### config.mk
export PLATFORM = sky130hd
export DESIGN_NAME = file_packet_segmenter
export DESIGN_NICKNAME = d
export VERILOG_FILES = /design/src/hdl/seg_pkg.sv /design/src/hdl/seg_front.sv /design/src/hdl/seg_queue.sv /design/src/hdl/seg_back.sv /design/src/hdl/file_packet_segmenter.sv
export SDC_FILE = /design/constraint.sdc
export NUM_CORES = 1
export LEC_CHECK = 0
export ABC_AREA = 1
export BUFFER_PORTS_ARGS = -buffer_cell sky130_fd_sc_hd__buf_4
export CAP_MARGIN = 30
export CORE_UTILIZATION = 30
export DETAILED_ROUTE_END_ITERATION = 7
export PLACE_DENSITY = 0.56
export SLEW_MARGIN = 20
export SYNTH_ARGS = -nofsm -noshare
export SYNTH_HDL_FRONTEND = slang
export SYNTH_HIERARCHICAL = 1
export SYNTH_SLANG_ARGS = --single-unit
### constraint.sdc
create_clock -name clock -period 12.3 [get_ports clock]
set_input_delay 1.23 -clock clock [delete_from_list [all_inputs] [get_ports clock]]
set_output_delay 1.23 -clock clock [all_outputs]
set_load 0.01 [all_outputs]
### src/hdl/seg_pkg.sv
// Package for the file packet segmenter: shared types and constants.
// Used by the front, queue, back and top-level modules.
// Depends on nothing else.
package seg_pkg;

   // Item modes on the request side.
   localparam logic [1:0] MODE_BEGIN = 2'd0;
   localparam logic [1:0] MODE_NAME  = 2'd1;
   localparam logic [1:0] MODE_DATA  = 2'd2;
   localparam logic [1:0] MODE_STOP  = 2'd3;

   // Packet flag byte values.
   localparam logic [1:0] FLAG_SINGLE = 2'd0;
   localparam logic [1:0] FLAG_FIRST  = 2'd1;
   localparam logic [1:0] FLAG_MIDDLE = 2'd2;
   localparam logic [1:0] FLAG_END    = 2'd3;

   // Configuration register.
   localparam int         CSR_W     = 10;
   localparam logic [9:0] CSR_RESET = 10'd244;
   localparam int         MTU_FLOOR = 20;

   // The first packet opens with flag, four size bytes and the name length.
   localparam int HEADER_BYTES = 6;

   // Command queue between front and back.
   localparam int QUEUE_DEPTH = 4;
   localparam int QUEUE_PTR_W = 2;

   // Word counter inside one command in the back part.
   localparam int         STEP_W      = 3;
   localparam logic [2:0] HEADER_LAST = 3'd5;
   localparam logic [2:0] FLAG_LAST   = 3'd1;

   // Kind of work the back part carries out for one accepted item.
   typedef enum logic [3:0] {
      CMD_STATUS    = 4'b0001,
      CMD_HEADER    = 4'b0010,
      CMD_BYTE      = 4'b0100,
      CMD_FLAG_BYTE = 4'b1000
   } cmd_kind_type;

   // One queue entry: everything the back part needs to expand an item.
   typedef struct packed {
      cmd_kind_type kind;
      logic [7:0]   head;
      logic [31:0]  size;
      logic [7:0]   tail;
      logic         packet_end;
      logic         transfer_done;
      logic         aborted;
      logic         rejected;
   } cmd_type;

   // One result word.
   typedef struct packed {
      logic [7:0] out_byte;
      logic       byte_valid;
      logic       packet_end;
      logic       run_last;
      logic       transfer_done;
      logic       aborted;
      logic       rejected;
   } rsp_word_type;

endpackage

### src/hdl/seg_front.sv
// Front part of the file packet segmenter: accepts items, tracks the transfer
// state and turns each item into one command for the back part.
// Depends on seg_pkg.
module seg_front #(
   parameter int MAX_PAYLOAD     = 514,
   parameter int MAX_NAME_LENGTH = 49
) (
   input  logic                      clock,
   input  logic                      reset,
   input  logic                      req_push,
   input  logic [1:0]                req_mode,
   input  logic [31:0]               req_file_size,
   input  logic [5:0]                req_name_length,
   input  logic [7:0]                req_data_byte,
   input  logic                      queue_full,
   output logic                      cmd_push,
   output seg_pkg::cmd_type          cmd,
   input  logic                      csr_valid,
   output logic                      csr_ready,
   input  logic [seg_pkg::CSR_W-1:0] csr_data
);

   localparam int FILL_W = $clog2(MAX_PAYLOAD + 1);
   localparam int CMP_W  = (FILL_W > seg_pkg::CSR_W) ? FILL_W : seg_pkg::CSR_W;

   typedef enum logic [2:0] {
      PHASE_IDLE = 3'b001,
      PHASE_NAME = 3'b010,
      PHASE_DATA = 3'b100
   } phase_type;

   phase_type                 phase_ff, phase_in;
   logic [1:0]                flag_ff, flag_in;
   logic [31:0]               remain_ff, remain_in;
   logic [FILL_W-1:0]         fill_ff, fill_in;
   logic [5:0]                name_left_ff, name_left_in;
   logic                      stop_ff, stop_in;
   logic [seg_pkg::CSR_W-1:0] csr_ff;

   logic [CMP_W-1:0]  csr_wide, mtu_wide;
   logic [FILL_W-1:0] mtu;
   logic [FILL_W-1:0] fill_inc;
   logic [5:0]        name_dec;
   logic [31:0]       remain_dec;
   logic              accept;
   logic              begin_bad;
   logic              fits_single;
   logic [1:0]        data_flag;

   assign csr_ready = 1'b1;
   assign accept    = req_push && !queue_full;
   assign cmd_push  = accept;

   // Usable packet size, held within the supported range.
   always_comb begin
      csr_wide = CMP_W'(csr_ff);
      if (csr_wide > CMP_W'(MAX_PAYLOAD)) begin
         mtu_wide = CMP_W'(MAX_PAYLOAD);
      end else if (csr_wide < CMP_W'(seg_pkg::MTU_FLOOR)) begin
         mtu_wide = CMP_W'(seg_pkg::MTU_FLOOR);
      end else begin
         mtu_wide = csr_wide;
      end
      mtu = FILL_W'(mtu_wide);
   end

   assign fill_inc   = fill_ff + FILL_W'(1);
   assign name_dec   = name_left_ff - 6'd1;
   assign remain_dec = remain_ff - 32'd1;

   // A begin is refused if busy, its name too long or its header over a packet.
   assign begin_bad = (phase_ff != PHASE_IDLE)
                   || (req_name_length > 6'(MAX_NAME_LENGTH))
                   || ((CMP_W'(req_name_length) + CMP_W'(seg_pkg::HEADER_BYTES))
                       > mtu_wide);
   assign fits_single = ({1'b0, req_file_size} + 33'(req_name_length)
                         + 33'(seg_pkg::HEADER_BYTES)) <= 33'(mtu);
   assign data_flag = (remain_ff < 32'(mtu)) ? seg_pkg::FLAG_END : seg_pkg::FLAG_MIDDLE;

   // Classify the item, build its command and work out the next state.
   always_comb begin
      phase_in     = phase_ff;
      flag_in      = flag_ff;
      remain_in    = remain_ff;
      fill_in      = fill_ff;
      name_left_in = name_left_ff;
      stop_in      = stop_ff;

      cmd               = '0;
      cmd.kind          = seg_pkg::CMD_STATUS;
      cmd.size          = req_file_size;
      cmd.tail          = req_data_byte;

      case (req_mode)
         seg_pkg::MODE_BEGIN: begin
            if (begin_bad) begin
               cmd.rejected = 1'b1;
            end else begin
               flag_in      = fits_single ? seg_pkg::FLAG_SINGLE : seg_pkg::FLAG_FIRST;
               remain_in    = req_file_size;
               name_left_in = req_name_length;
               stop_in      = 1'b0;
               fill_in      = FILL_W'(seg_pkg::HEADER_BYTES);
               cmd.kind     = seg_pkg::CMD_HEADER;
               cmd.head     = {6'd0, flag_in};
               cmd.tail     = {2'd0, req_name_length};
               if (req_name_length != 6'd0) begin
                  phase_in = PHASE_NAME;
               end else if (req_file_size == 32'd0) begin
                  cmd.packet_end    = 1'b1;
                  cmd.transfer_done = 1'b1;
                  phase_in          = PHASE_IDLE;
                  fill_in           = '0;
               end else begin
                  phase_in = PHASE_DATA;
               end
            end
         end
         seg_pkg::MODE_NAME: begin
            if (phase_ff != PHASE_NAME || name_left_ff == 6'd0) begin
               cmd.rejected = 1'b1;
            end else begin
               cmd.kind     = seg_pkg::CMD_BYTE;
               fill_in      = fill_inc;
               name_left_in = name_dec;
               if (name_dec == 6'd0 && remain_ff == 32'd0) begin
                  cmd.packet_end    = 1'b1;
                  cmd.transfer_done = 1'b1;
                  phase_in          = PHASE_IDLE;
                  fill_in           = '0;
                  stop_in           = 1'b0;
               end else begin
                  if (name_dec == 6'd0) begin
                     phase_in = PHASE_DATA;
                  end
                  if (fill_inc >= mtu) begin
                     cmd.packet_end = 1'b1;
                     fill_in        = '0;
                  end
               end
            end
         end
         seg_pkg::MODE_DATA: begin
            if (phase_ff != PHASE_DATA || remain_ff == 32'd0) begin
               cmd.rejected = 1'b1;
            end else begin
               cmd.kind = seg_pkg::CMD_BYTE;
               fill_in  = fill_inc;
               // A new packet opens with its own flag byte.
               if (fill_ff == '0) begin
                  flag_in  = data_flag;
                  cmd.kind = seg_pkg::CMD_FLAG_BYTE;
                  cmd.head = {6'd0, data_flag};
                  fill_in  = FILL_W'(2);
               end
               remain_in = remain_dec;
               if (remain_dec == 32'd0) begin
                  cmd.packet_end    = 1'b1;
                  cmd.transfer_done = 1'b1;
                  phase_in          = PHASE_IDLE;
                  fill_in           = '0;
                  stop_in           = 1'b0;
               end else if (fill_in >= mtu) begin
                  cmd.packet_end = 1'b1;
                  fill_in        = '0;
                  if (flag_in == seg_pkg::FLAG_MIDDLE && stop_ff) begin
                     cmd.aborted = 1'b1;
                     phase_in    = PHASE_IDLE;
                     stop_in     = 1'b0;
                  end
               end
            end
         end
         seg_pkg::MODE_STOP: begin
            if (phase_ff != PHASE_IDLE) begin
               stop_in = 1'b1;
            end
         end
         default: begin
            cmd.rejected = 1'b1;
         end
      endcase
   end

   // Transfer state advances only on an accepted item.
   always_ff @(posedge clock) begin
      if (reset) begin
         phase_ff     <= PHASE_IDLE;
         flag_ff      <= seg_pkg::FLAG_SINGLE;
         remain_ff    <= '0;
         fill_ff      <= '0;
         name_left_ff <= '0;
         stop_ff      <= 1'b0;
      end else if (accept) begin
         phase_ff     <= phase_in;
         flag_ff      <= flag_in;
         remain_ff    <= remain_in;
         fill_ff      <= fill_in;
         name_left_ff <= name_left_in;
         stop_ff      <= stop_in;
      end
   end

   // Packet size register.
   always_ff @(posedge clock) begin
      if (reset) begin
         csr_ff <= seg_pkg::CSR_RESET;
      end else if (csr_valid && csr_ready) begin
         csr_ff <= csr_data;
      end
   end

endmodule

### src/hdl/seg_queue.sv
// Short command queue between the front and back parts of the segmenter.
// Depends on seg_pkg.
module seg_queue (
   input  logic             clock,
   input  logic             reset,
   input  logic             push,
   input  seg_pkg::cmd_type push_cmd,
   output logic             full,
   input  logic             pop,
   output seg_pkg::cmd_type head_cmd,
   output logic             empty
);

   seg_pkg::cmd_type              entries_ff [seg_pkg::QUEUE_DEPTH];
   logic [seg_pkg::QUEUE_PTR_W-1:0] wr_ptr_ff, rd_ptr_ff;
   logic [seg_pkg::QUEUE_PTR_W:0]   count_ff;
   logic                            do_push, do_pop;

   assign full     = (count_ff == (seg_pkg::QUEUE_PTR_W + 1)'(seg_pkg::QUEUE_DEPTH));
   assign empty    = (count_ff == '0);
   assign do_push  = push && !full;
   assign do_pop   = pop && !empty;
   assign head_cmd = entries_ff[rd_ptr_ff];

   // Entry storage.
   always_ff @(posedge clock) begin
      if (do_push) begin
         entries_ff[wr_ptr_ff] <= push_cmd;
      end
   end

   // Pointers and fill count.
   always_ff @(posedge clock) begin
      if (reset) begin
         wr_ptr_ff <= '0;
         rd_ptr_ff <= '0;
         count_ff  <= '0;
      end else begin
         if (do_push) begin
            wr_ptr_ff <= wr_ptr_ff + (seg_pkg::QUEUE_PTR_W)'(1);
         end
         if (do_pop) begin
            rd_ptr_ff <= rd_ptr_ff + (seg_pkg::QUEUE_PTR_W)'(1);
         end
         if (do_push && !do_pop) begin
            count_ff <= count_ff + (seg_pkg::QUEUE_PTR_W + 1)'(1);
         end else if (do_pop && !do_push) begin
            count_ff <= count_ff - (seg_pkg::QUEUE_PTR_W + 1)'(1);
         end
      end
   end

endmodule

### src/hdl/seg_back.sv
// Back part of the segmenter: expands each queued command into result words,
// one word per cycle while the consumer pops, into its output register.
// Depends on seg_pkg.
module seg_back (
   input  logic                 clock,
   input  logic                 reset,
   input  seg_pkg::cmd_type     cmd,
   input  logic                 cmd_empty,
   output logic                 cmd_pop,
   input  logic                 rsp_pop,
   output logic                 rsp_empty,
   output seg_pkg::rsp_word_type rsp_word
);

   logic [seg_pkg::STEP_W-1:0] step_ff;
   logic                       valid_ff;
   seg_pkg::rsp_word_type      word_ff, word_in;
   logic                       last_step;
   logic                       load;

   assign rsp_empty = !valid_ff;
   assign rsp_word  = word_ff;
   assign load      = !cmd_empty && (!valid_ff || rsp_pop);
   assign cmd_pop   = load && last_step;

   // Pick the word for the current step of the command.
   always_comb begin
      word_in    = '0;
      last_step  = 1'b1;
      case (cmd.kind)
         seg_pkg::CMD_HEADER: begin
            last_step          = (step_ff == seg_pkg::HEADER_LAST);
            word_in.byte_valid = 1'b1;
            case (step_ff)
               3'd0:    word_in.out_byte = cmd.head;
               3'd1:    word_in.out_byte = cmd.size[31:24];
               3'd2:    word_in.out_byte = cmd.size[23:16];
               3'd3:    word_in.out_byte = cmd.size[15:8];
               3'd4:    word_in.out_byte = cmd.size[7:0];
               default: word_in.out_byte = cmd.tail;
            endcase
         end
         seg_pkg::CMD_FLAG_BYTE: begin
            last_step          = (step_ff == seg_pkg::FLAG_LAST);
            word_in.byte_valid = 1'b1;
            word_in.out_byte   = last_step ? cmd.tail : cmd.head;
         end
         seg_pkg::CMD_BYTE: begin
            word_in.byte_valid = 1'b1;
            word_in.out_byte   = cmd.tail;
         end
         default: begin
            word_in.rejected = cmd.rejected;
         end
      endcase
      // End-of-item flags ride on the last word only.
      if (last_step) begin
         word_in.run_last      = 1'b1;
         word_in.packet_end    = cmd.packet_end;
         word_in.transfer_done = cmd.transfer_done;
         word_in.aborted       = cmd.aborted;
      end
   end

   // Output register payload.
   always_ff @(posedge clock) begin
      if (load) begin
         word_ff <= word_in;
      end
   end

   // Output valid and step counter.
   always_ff @(posedge clock) begin
      if (reset) begin
         valid_ff <= 1'b0;
         step_ff  <= '0;
      end else begin
         if (load) begin
            valid_ff <= 1'b1;
            step_ff  <= last_step ? '0 : step_ff + (seg_pkg::STEP_W)'(1);
         end else if (rsp_pop) begin
            valid_ff <= 1'b0;
         end
      end
   end

endmodule

### src/hdl/file_packet_segmenter.sv
// File packet segmenter: an item passes the command queue, then the output
// register. The front takes one item per cycle while the four-entry command
// queue has room; the back emits one word per cycle while the consumer pops:
// one for a file byte in a running packet, two for a byte opening a packet,
// six for a begin header. Reset is synchronous and clears the queue, the
// transfer state and sets the packet size register to 244.
module file_packet_segmenter #(
   parameter int MAX_PAYLOAD     = 514,
   parameter int MAX_NAME_LENGTH = 49
) (
   input  logic        clock,
   input  logic        reset,
   input  logic        req_push,
   output logic        req_full,
   input  logic [1:0]  req_mode,
   input  logic [31:0] req_file_size,
   input  logic [5:0]  req_name_length,
   input  logic [7:0]  req_data_byte,
   output logic        rsp_empty,
   input  logic        rsp_pop,
   output logic [7:0]  rsp_out_byte,
   output logic        rsp_byte_valid,
   output logic        rsp_packet_end,
   output logic        rsp_run_last,
   output logic        rsp_transfer_done,
   output logic        rsp_aborted,
   output logic        rsp_rejected,
   input  logic        csr_valid,
   output logic        csr_ready,
   input  logic [9:0]  csr_data
);

   seg_pkg::cmd_type      front_cmd, head_cmd;
   seg_pkg::rsp_word_type rsp_word;
   logic                  cmd_push, cmd_pop, queue_full, queue_empty;

   assign req_full = queue_full;

   // Item classification and transfer state.
   seg_front #(
      .MAX_PAYLOAD     (MAX_PAYLOAD),
      .MAX_NAME_LENGTH (MAX_NAME_LENGTH)
   ) u_front (
      .clock           (clock),
      .reset           (reset),
      .req_push        (req_push),
      .req_mode        (req_mode),
      .req_file_size   (req_file_size),
      .req_name_length (req_name_length),
      .req_data_byte   (req_data_byte),
      .queue_full      (queue_full),
      .cmd_push        (cmd_push),
      .cmd             (front_cmd),
      .csr_valid       (csr_valid),
      .csr_ready       (csr_ready),
      .csr_data        (csr_data)
   );

   // Decoupling queue.
   seg_queue u_queue (
      .clock    (clock),
      .reset    (reset),
      .push     (cmd_push),
      .push_cmd (front_cmd),
      .full     (queue_full),
      .pop      (cmd_pop),
      .head_cmd (head_cmd),
      .empty    (queue_empty)
   );

   // Word emitter with output register.
   seg_back u_back (
      .clock     (clock),
      .reset     (reset),
      .cmd       (head_cmd),
      .cmd_empty (queue_empty),
      .cmd_pop   (cmd_pop),
      .rsp_pop   (rsp_pop),
      .rsp_empty (rsp_empty),
      .rsp_word  (rsp_word)
   );

   assign rsp_out_byte      = rsp_word.out_byte;
   assign rsp_byte_valid    = rsp_word.byte_valid;
   assign rsp_packet_end    = rsp_word.packet_end;
   assign rsp_run_last      = rsp_word.run_last;
   assign rsp_transfer_done = rsp_word.transfer_done;
   assign rsp_aborted       = rsp_word.aborted;
   assign rsp_rejected      = rsp_word.rejected;

endmodule

* After elaboration in Yosys (flattened, before gate mapping) *
Memory sizes are Yosys's and may differ from the RTL's. A register that Yosys moved wholly into a read port is not among the register bits.
Index checks and enable logic that the tools add are counted.

operators by class
  reductions and logical operators = 40
  multiplexer cells = 90
  eq/ne operators = 24
  add/sub/neg operators = 11
  $lt $le $gt $ge = 8

operators with widths
  kind                                                    number
  2-to-1 mux 10 bit                                       15
  logical NOT 32 bit                                      3
  2-to-1 mux 32 bit                                       2
  one-hot mux 32 bit (2 select lines)                     1
  2-to-1 mux 3 bit                                        17
  one-hot mux 8 bit (5 select lines)                      1
  adder 32 x 6 -> 33 bit                                  1
  adder 33 x 3 -> 33 bit (second input constant)          1
  less-or-equal comparator 33 x 10 -> 1 bit               1
  < comparator 32 x 10 -> 1 bit                           1
  subtractor 32 x 1 -> 32 bit (second input constant)     1
  one-hot mux 10 bit (3 select lines)                     1
  2-to-1 mux 1 bit                                        27
  one-hot mux 9 bit (3 select lines)                      1
  2-to-1 mux 12 bit                                       2
  >= comparator 10 bit                                    2
  2-to-1 mux 2 bit                                        10
  2-to-1 mux 8 bit                                        2
  one-hot mux 8 bit (2 select lines)                      1
  AND reduction 8 bit                                     2
  logical NOT 6 bit                                       2
  2-to-1 mux 6 bit                                        2
  inequality test 3 x 1 -> 1 bit (second input constant)  4
  one-hot mux 4 bit (3 select lines)                      1
  other kinds (41)                                        72

storage, ports and cells
  bits of input ports = 63
  memories = 1
  bits in writable memories = 224
  flip-flop bits (word level) = 89
  logic and storage cells = 193
  output and inout port bits = 17

memories
  name                words  bits a word  read ports  clocked after memory_dff  write ports  line             source
  u_queue.entries_ff  4      56           1           1                         1            seg_queue.sv:14  seg_pkg::cmd_type entries_ff [seg_pkg::QUEUE_DEPTH];

* Logic depth before layout (Yosys ltp) *
  depth in word-level cells = 15
  depth in mapped cells = 24
  depth with buffers taken out = 24

* Hierarchy *
The synthesis kept the hierarchy.

modules (own cells, without submodules)
  module     cells each  area an instance (µm²)  instances  sequential area each (µm²)
  seg_queue  612         9,117.5                 1          6,906.6
  seg_front  1,309       7,885.1                 1          1,281.2
  seg_back   207         1,402.6                 1          500.5

* Worst setup path before layout *
No wires, ideal clock.

  path type = input to register
  start = input port req_push
  end = memory u_queue/entries_ff[0][0] in the netlist's numbering, enable pin
  data required time = 11,830 ps
  path slack = 7,792 ps
  library setup time = 470 ps
  data arrival time = 4,037 ps
  path buffers = 0
  stages on the path = 4
  path through = inv_1 > nor2_1 > nand2_1 > nor2_1

on the way
  longest elaborated chain between the ends = 4

ends and longest elaborated chain
  item                                    line                         source
  start, declared                         file_packet_segmenter.sv:13  input logic req_push,
  logical AND 1 bit                       seg_front.sv:51              assign accept = req_push && !queue_full;
  net cmd_push                            file_packet_segmenter.sv:35  logic cmd_push, cmd_pop, queue_full, queue_empty;
  logical AND 1 bit                       seg_queue.sv:21              assign do_push = push && !full;
  2-to-1 mux 1 bit                        seg_queue.sv:27              if (do_push) begin
  2-to-1 mux 1 bit (implied by the code)  seg_queue.sv:28              entries_ff[wr_ptr_ff] <= push_cmd;
  end, declared                           seg_queue.sv:14

The timed path passes the listed nets, and every way through them passes these cells.

==> results.sh <==
export IMPL_status="complete, no violations"
export IMPL_wl_per_cell_um=17.9
export IMPL_numPortBuffers=78
export IMPL_fp_dieH_um=250
export IMPL_cp_slowest_stage_delay_ps=580
export IMPL_grt_overflow=0
export IMPL_initial_core_util=0.304
export IMPL_wl_met3_um=2650
export IMPL_die_x_um=250
export IMPL_p_sw_mw=1.34
export IMPL_sw_frac_of_total=0.357
export IMPL_htreeDepth=2
export IMPL_clock_latency_ps=560
export IMPL_clock_root_buffer="clkbuf_16"
export IMPL_cts_tree="built"
export IMPL_area_growth_pct=12.8
export IMPL_final_cell_mix="nand2_1 (386), nor2_1 (288), edfxtp_1 (238)"
export IMPL_leakagePower_nw=8.42
export IMPL_cap_violations=0
export IMPL_antenna_found_initial=4
export IMPL_setup_slack_ps=8120
export IMPL_vias=14700
export IMPL_nets=2305
export IMPL_design_core_area_mm2=0.0605
export IMPL_drt_first_pass_iters=5
export IMPL_critPathSlowestCell="buf_4"
export IMPL_std_cell_rows=90
export IMPL_critPathRequiredTime_ps=12760
export IMPL_worstPathMaxFanout=44
export IMPL_synth_cell_types=62
export IMPL_fin_cells=2974
export IMPL_cp_cell_sequence="inv_4 -> buf_4 -> o21ai_0 -> o22ai_1 -> inv_1 -> nor2_1 -> nand2_1 -> nand2_1 -> nand3_2 -> nand2_2 -> inv_2 -> nand2_1 -> ha_1 -> inv_1 -> fa_1 -> inv_1 -> nand2_1 -> nand3_1 -> nand2_1 -> nand2_1 -> nor2_1"
export IMPL_power_density_mw_per_mm2=180
export IMPL_drtAntennaViolNets=0
export IMPL_arrival_ps=4650
export IMPL_post_route_period_util=0.340
export IMPL_drt_met1_wl_um=23300
export IMPL_synthesis_instances=2128
export IMPL_place_area_mm2=0.0194
export IMPL_path_clk_slew_ps=60
export IMPL_internal_power_mw=2.40
export IMPL_min_path_type="reg -> reg"
export IMPL_yosysSeqAreaShare=0.472
export IMPL_crit_top_cell="nand2_1"
export IMPL_skew_ps=19.6
export IMPL_io_pins=80
export IMPL_clk_path_buf_depth=3
export IMPL_setup_tns_ps=0
export IMPL_grt_pass1_vias=14200
export IMPL_cts_buffers_inserted=38
export IMPL_dr_first_iter_drc_count=961
export IMPL_drive_gt1_frac=0.127
export IMPL_synth_area_mm2=0.0184
export IMPL_crit_type="reg -> reg"
export IMPL_ys_warn_count=6
export IMPL_route_detailed_drc=0
export IMPL_drv_slew=0
export IMPL_place_ws_ps=7230
export IMPL_grt_start_max_net_pins=75
export IMPL_period_needed_ps=4190
export IMPL_synth_seq_cells=315
export IMPL_cp_end_kind="register"
export IMPL_tightestPinTransition_ps=934
export IMPL_setup_violations=0
export IMPL_final_core_util=0.343
export IMPL_pwr_share_clk=0.317
export IMPL_peakVddDrop_v=0.000148
export IMPL_seqPwrFrac=0.373
export IMPL_hold_start="u_front/flag_ff[1]"
export IMPL_syn_area_per_cell_um2=8.65
export IMPL_vias_per_cell=4.96
export IMPL_routed_wl_um=53200
export IMPL_post_cts_buffers=0
export IMPL_grt_pass1_wl_um=81800
export IMPL_fin_hold_ws_ps=474
export IMPL_ctsResizeCount=0
export IMPL_die_area_mm2=0.0623
export IMPL_cts_sinks=315
export IMPL_dr_wl_met2_um=26000
export IMPL_place_hpwl_um=36900
export IMPL_hold_viol=0
export IMPL_worst_setup_path_start_kind="register"
export IMPL_fmax_mhz=239
export IMPL_place_gp_congestion=0.889
export IMPL_fin_area_mm2=0.0208
export IMPL_pwr_share_comb=0.310
export IMPL_post_place_cells=2897
export IMPL_top_layer="met5"
export IMPL_grt_util_all_layers=0.168
export IMPL_power_total_mw=3.74
export IMPL_max_slew_margin=0.378
export IMPL_cts_hold_buf=0
export IMPL_mostFrequentLayoutCell="nand2_1"
export IMPL_rsz0062_at_grt="false"
==> Yosys cell counts, drive strengths merged <==
cell     count  area [um2]
nand2      403        1600
nor2       335        1510
edfxtp     238        7150
o21ai      230        1190
inv        220         831
nand3      128         693
ha          81        1010
a21oi       78         390
dfxtp       77        1540
buf         74         589
o22ai       56         475
xor2        46         410
clkbuf      36         140
nor3        30         198
nand4       26         163
nor4        14        93.8
a31oi       12        75.1
nand3b       7        52.6
xnor2        5        43.8
o211ai       4        30.0
clkinv       3        11.3
o21a         3        22.5
or2          3        18.8
a211oi       2        20.0
and2         2        12.5
conb         2        7.51
fa           2        40.0
o2111ai      2        17.5
o21bai       2        15.0
a2111oi      1        8.76
and3         1        6.26
and3b        1        8.76
nor3b        1        7.51
nor4b        1        8.76
o31ai        1        7.51
or3          1        6.26
==> cells by family (layout without fill, tap and decap cells) <==
kind of cell | Yosys count | in the layout | share of synthesized area
adder cells (fa/ha/maj) | 83 | 83 | 0.0572
AO/OA/AOI/OAI | 391 | 391 | 0.123
buffers and inverters | 333 | 389 | 0.0854
flip-flops | 315 | 315 | 0.472
other | 2 | 10 | 0.000408
XOR/XNOR | 51 | 51 | 0.0247
AND/OR/NAND/NOR | 953 | 953 | 0.238
==> per-layer routing <==
layer	vias to the layer above	GRT usage
li1	7216	-
met1	7080	0.212
met2	370	0.293
met3	73	0.0268
met4	6	0.0522
met5	-	0
==> power groups by stage <==
stage	sequential (mW)	combinational, mW	clock (mW)
final	1.39	1.16	1.19
after CTS	1.40	1.16	1.21
after floorplan	1.41	0.813	0
after detailed placement	1.42	1.16	0
after global routing	1.41	1.29	1.25
after global placement	1.42	1.14	0
==> sequential cells by signal, indices dropped and copies added (netlist names), named ones only <==
name                  cells
u_back/rsp_word          14
u_back/step_ff            3
u_back/valid_ff           1
u_front/csr_ff           10
u_front/fill_ff          10
u_front/flag_ff           2
u_front/name_left_ff      6
u_front/phase_ff          3
u_front/remain_ff        32
u_front/stop_ff           1
u_queue/count_ff          3
u_queue/entries_ff      224
u_queue/rd_ptr_ff         2
u_queue/wr_ptr_ff         2
==> worst max-delay path: cells and delay by family (launching register included) <==
kind	cells	cell delay [ps]
AO/OA/AOI/OAI	2	350
adder cells (fa/ha/maj)	2	570
buffers and inverters	6	1430
flip-flops	1	480
AND/OR/NAND/NOR	11	1160
==> final timing paths <==
path                               to  slack, ps  cells past startpoint
setup / recovery  u_queue/count_ff[2]       8120                     21
hold / removal     u_front/flag_ff[1]        470                      2
setup reg to reg  u_queue/count_ff[2]       8120                     21
hold reg to reg    u_front/flag_ff[1]        470                      2
==> area by class of cell <==
type | count | area (um2)
Antenna cell | 3 | 7.51
Timing Repair Buffer | 96 | 742
Tap cell | 782 | 978
Inverter | 223 | 842
Sequential cell | 315 | 8690
Clock inverter | 25 | 323
Clock buffer | 45 | 987
Multi-Input combinational cell | 1485 | 8190
Fill cell | 6089 | 39700
Note: power is estimated with default switching activity, not from simulation.
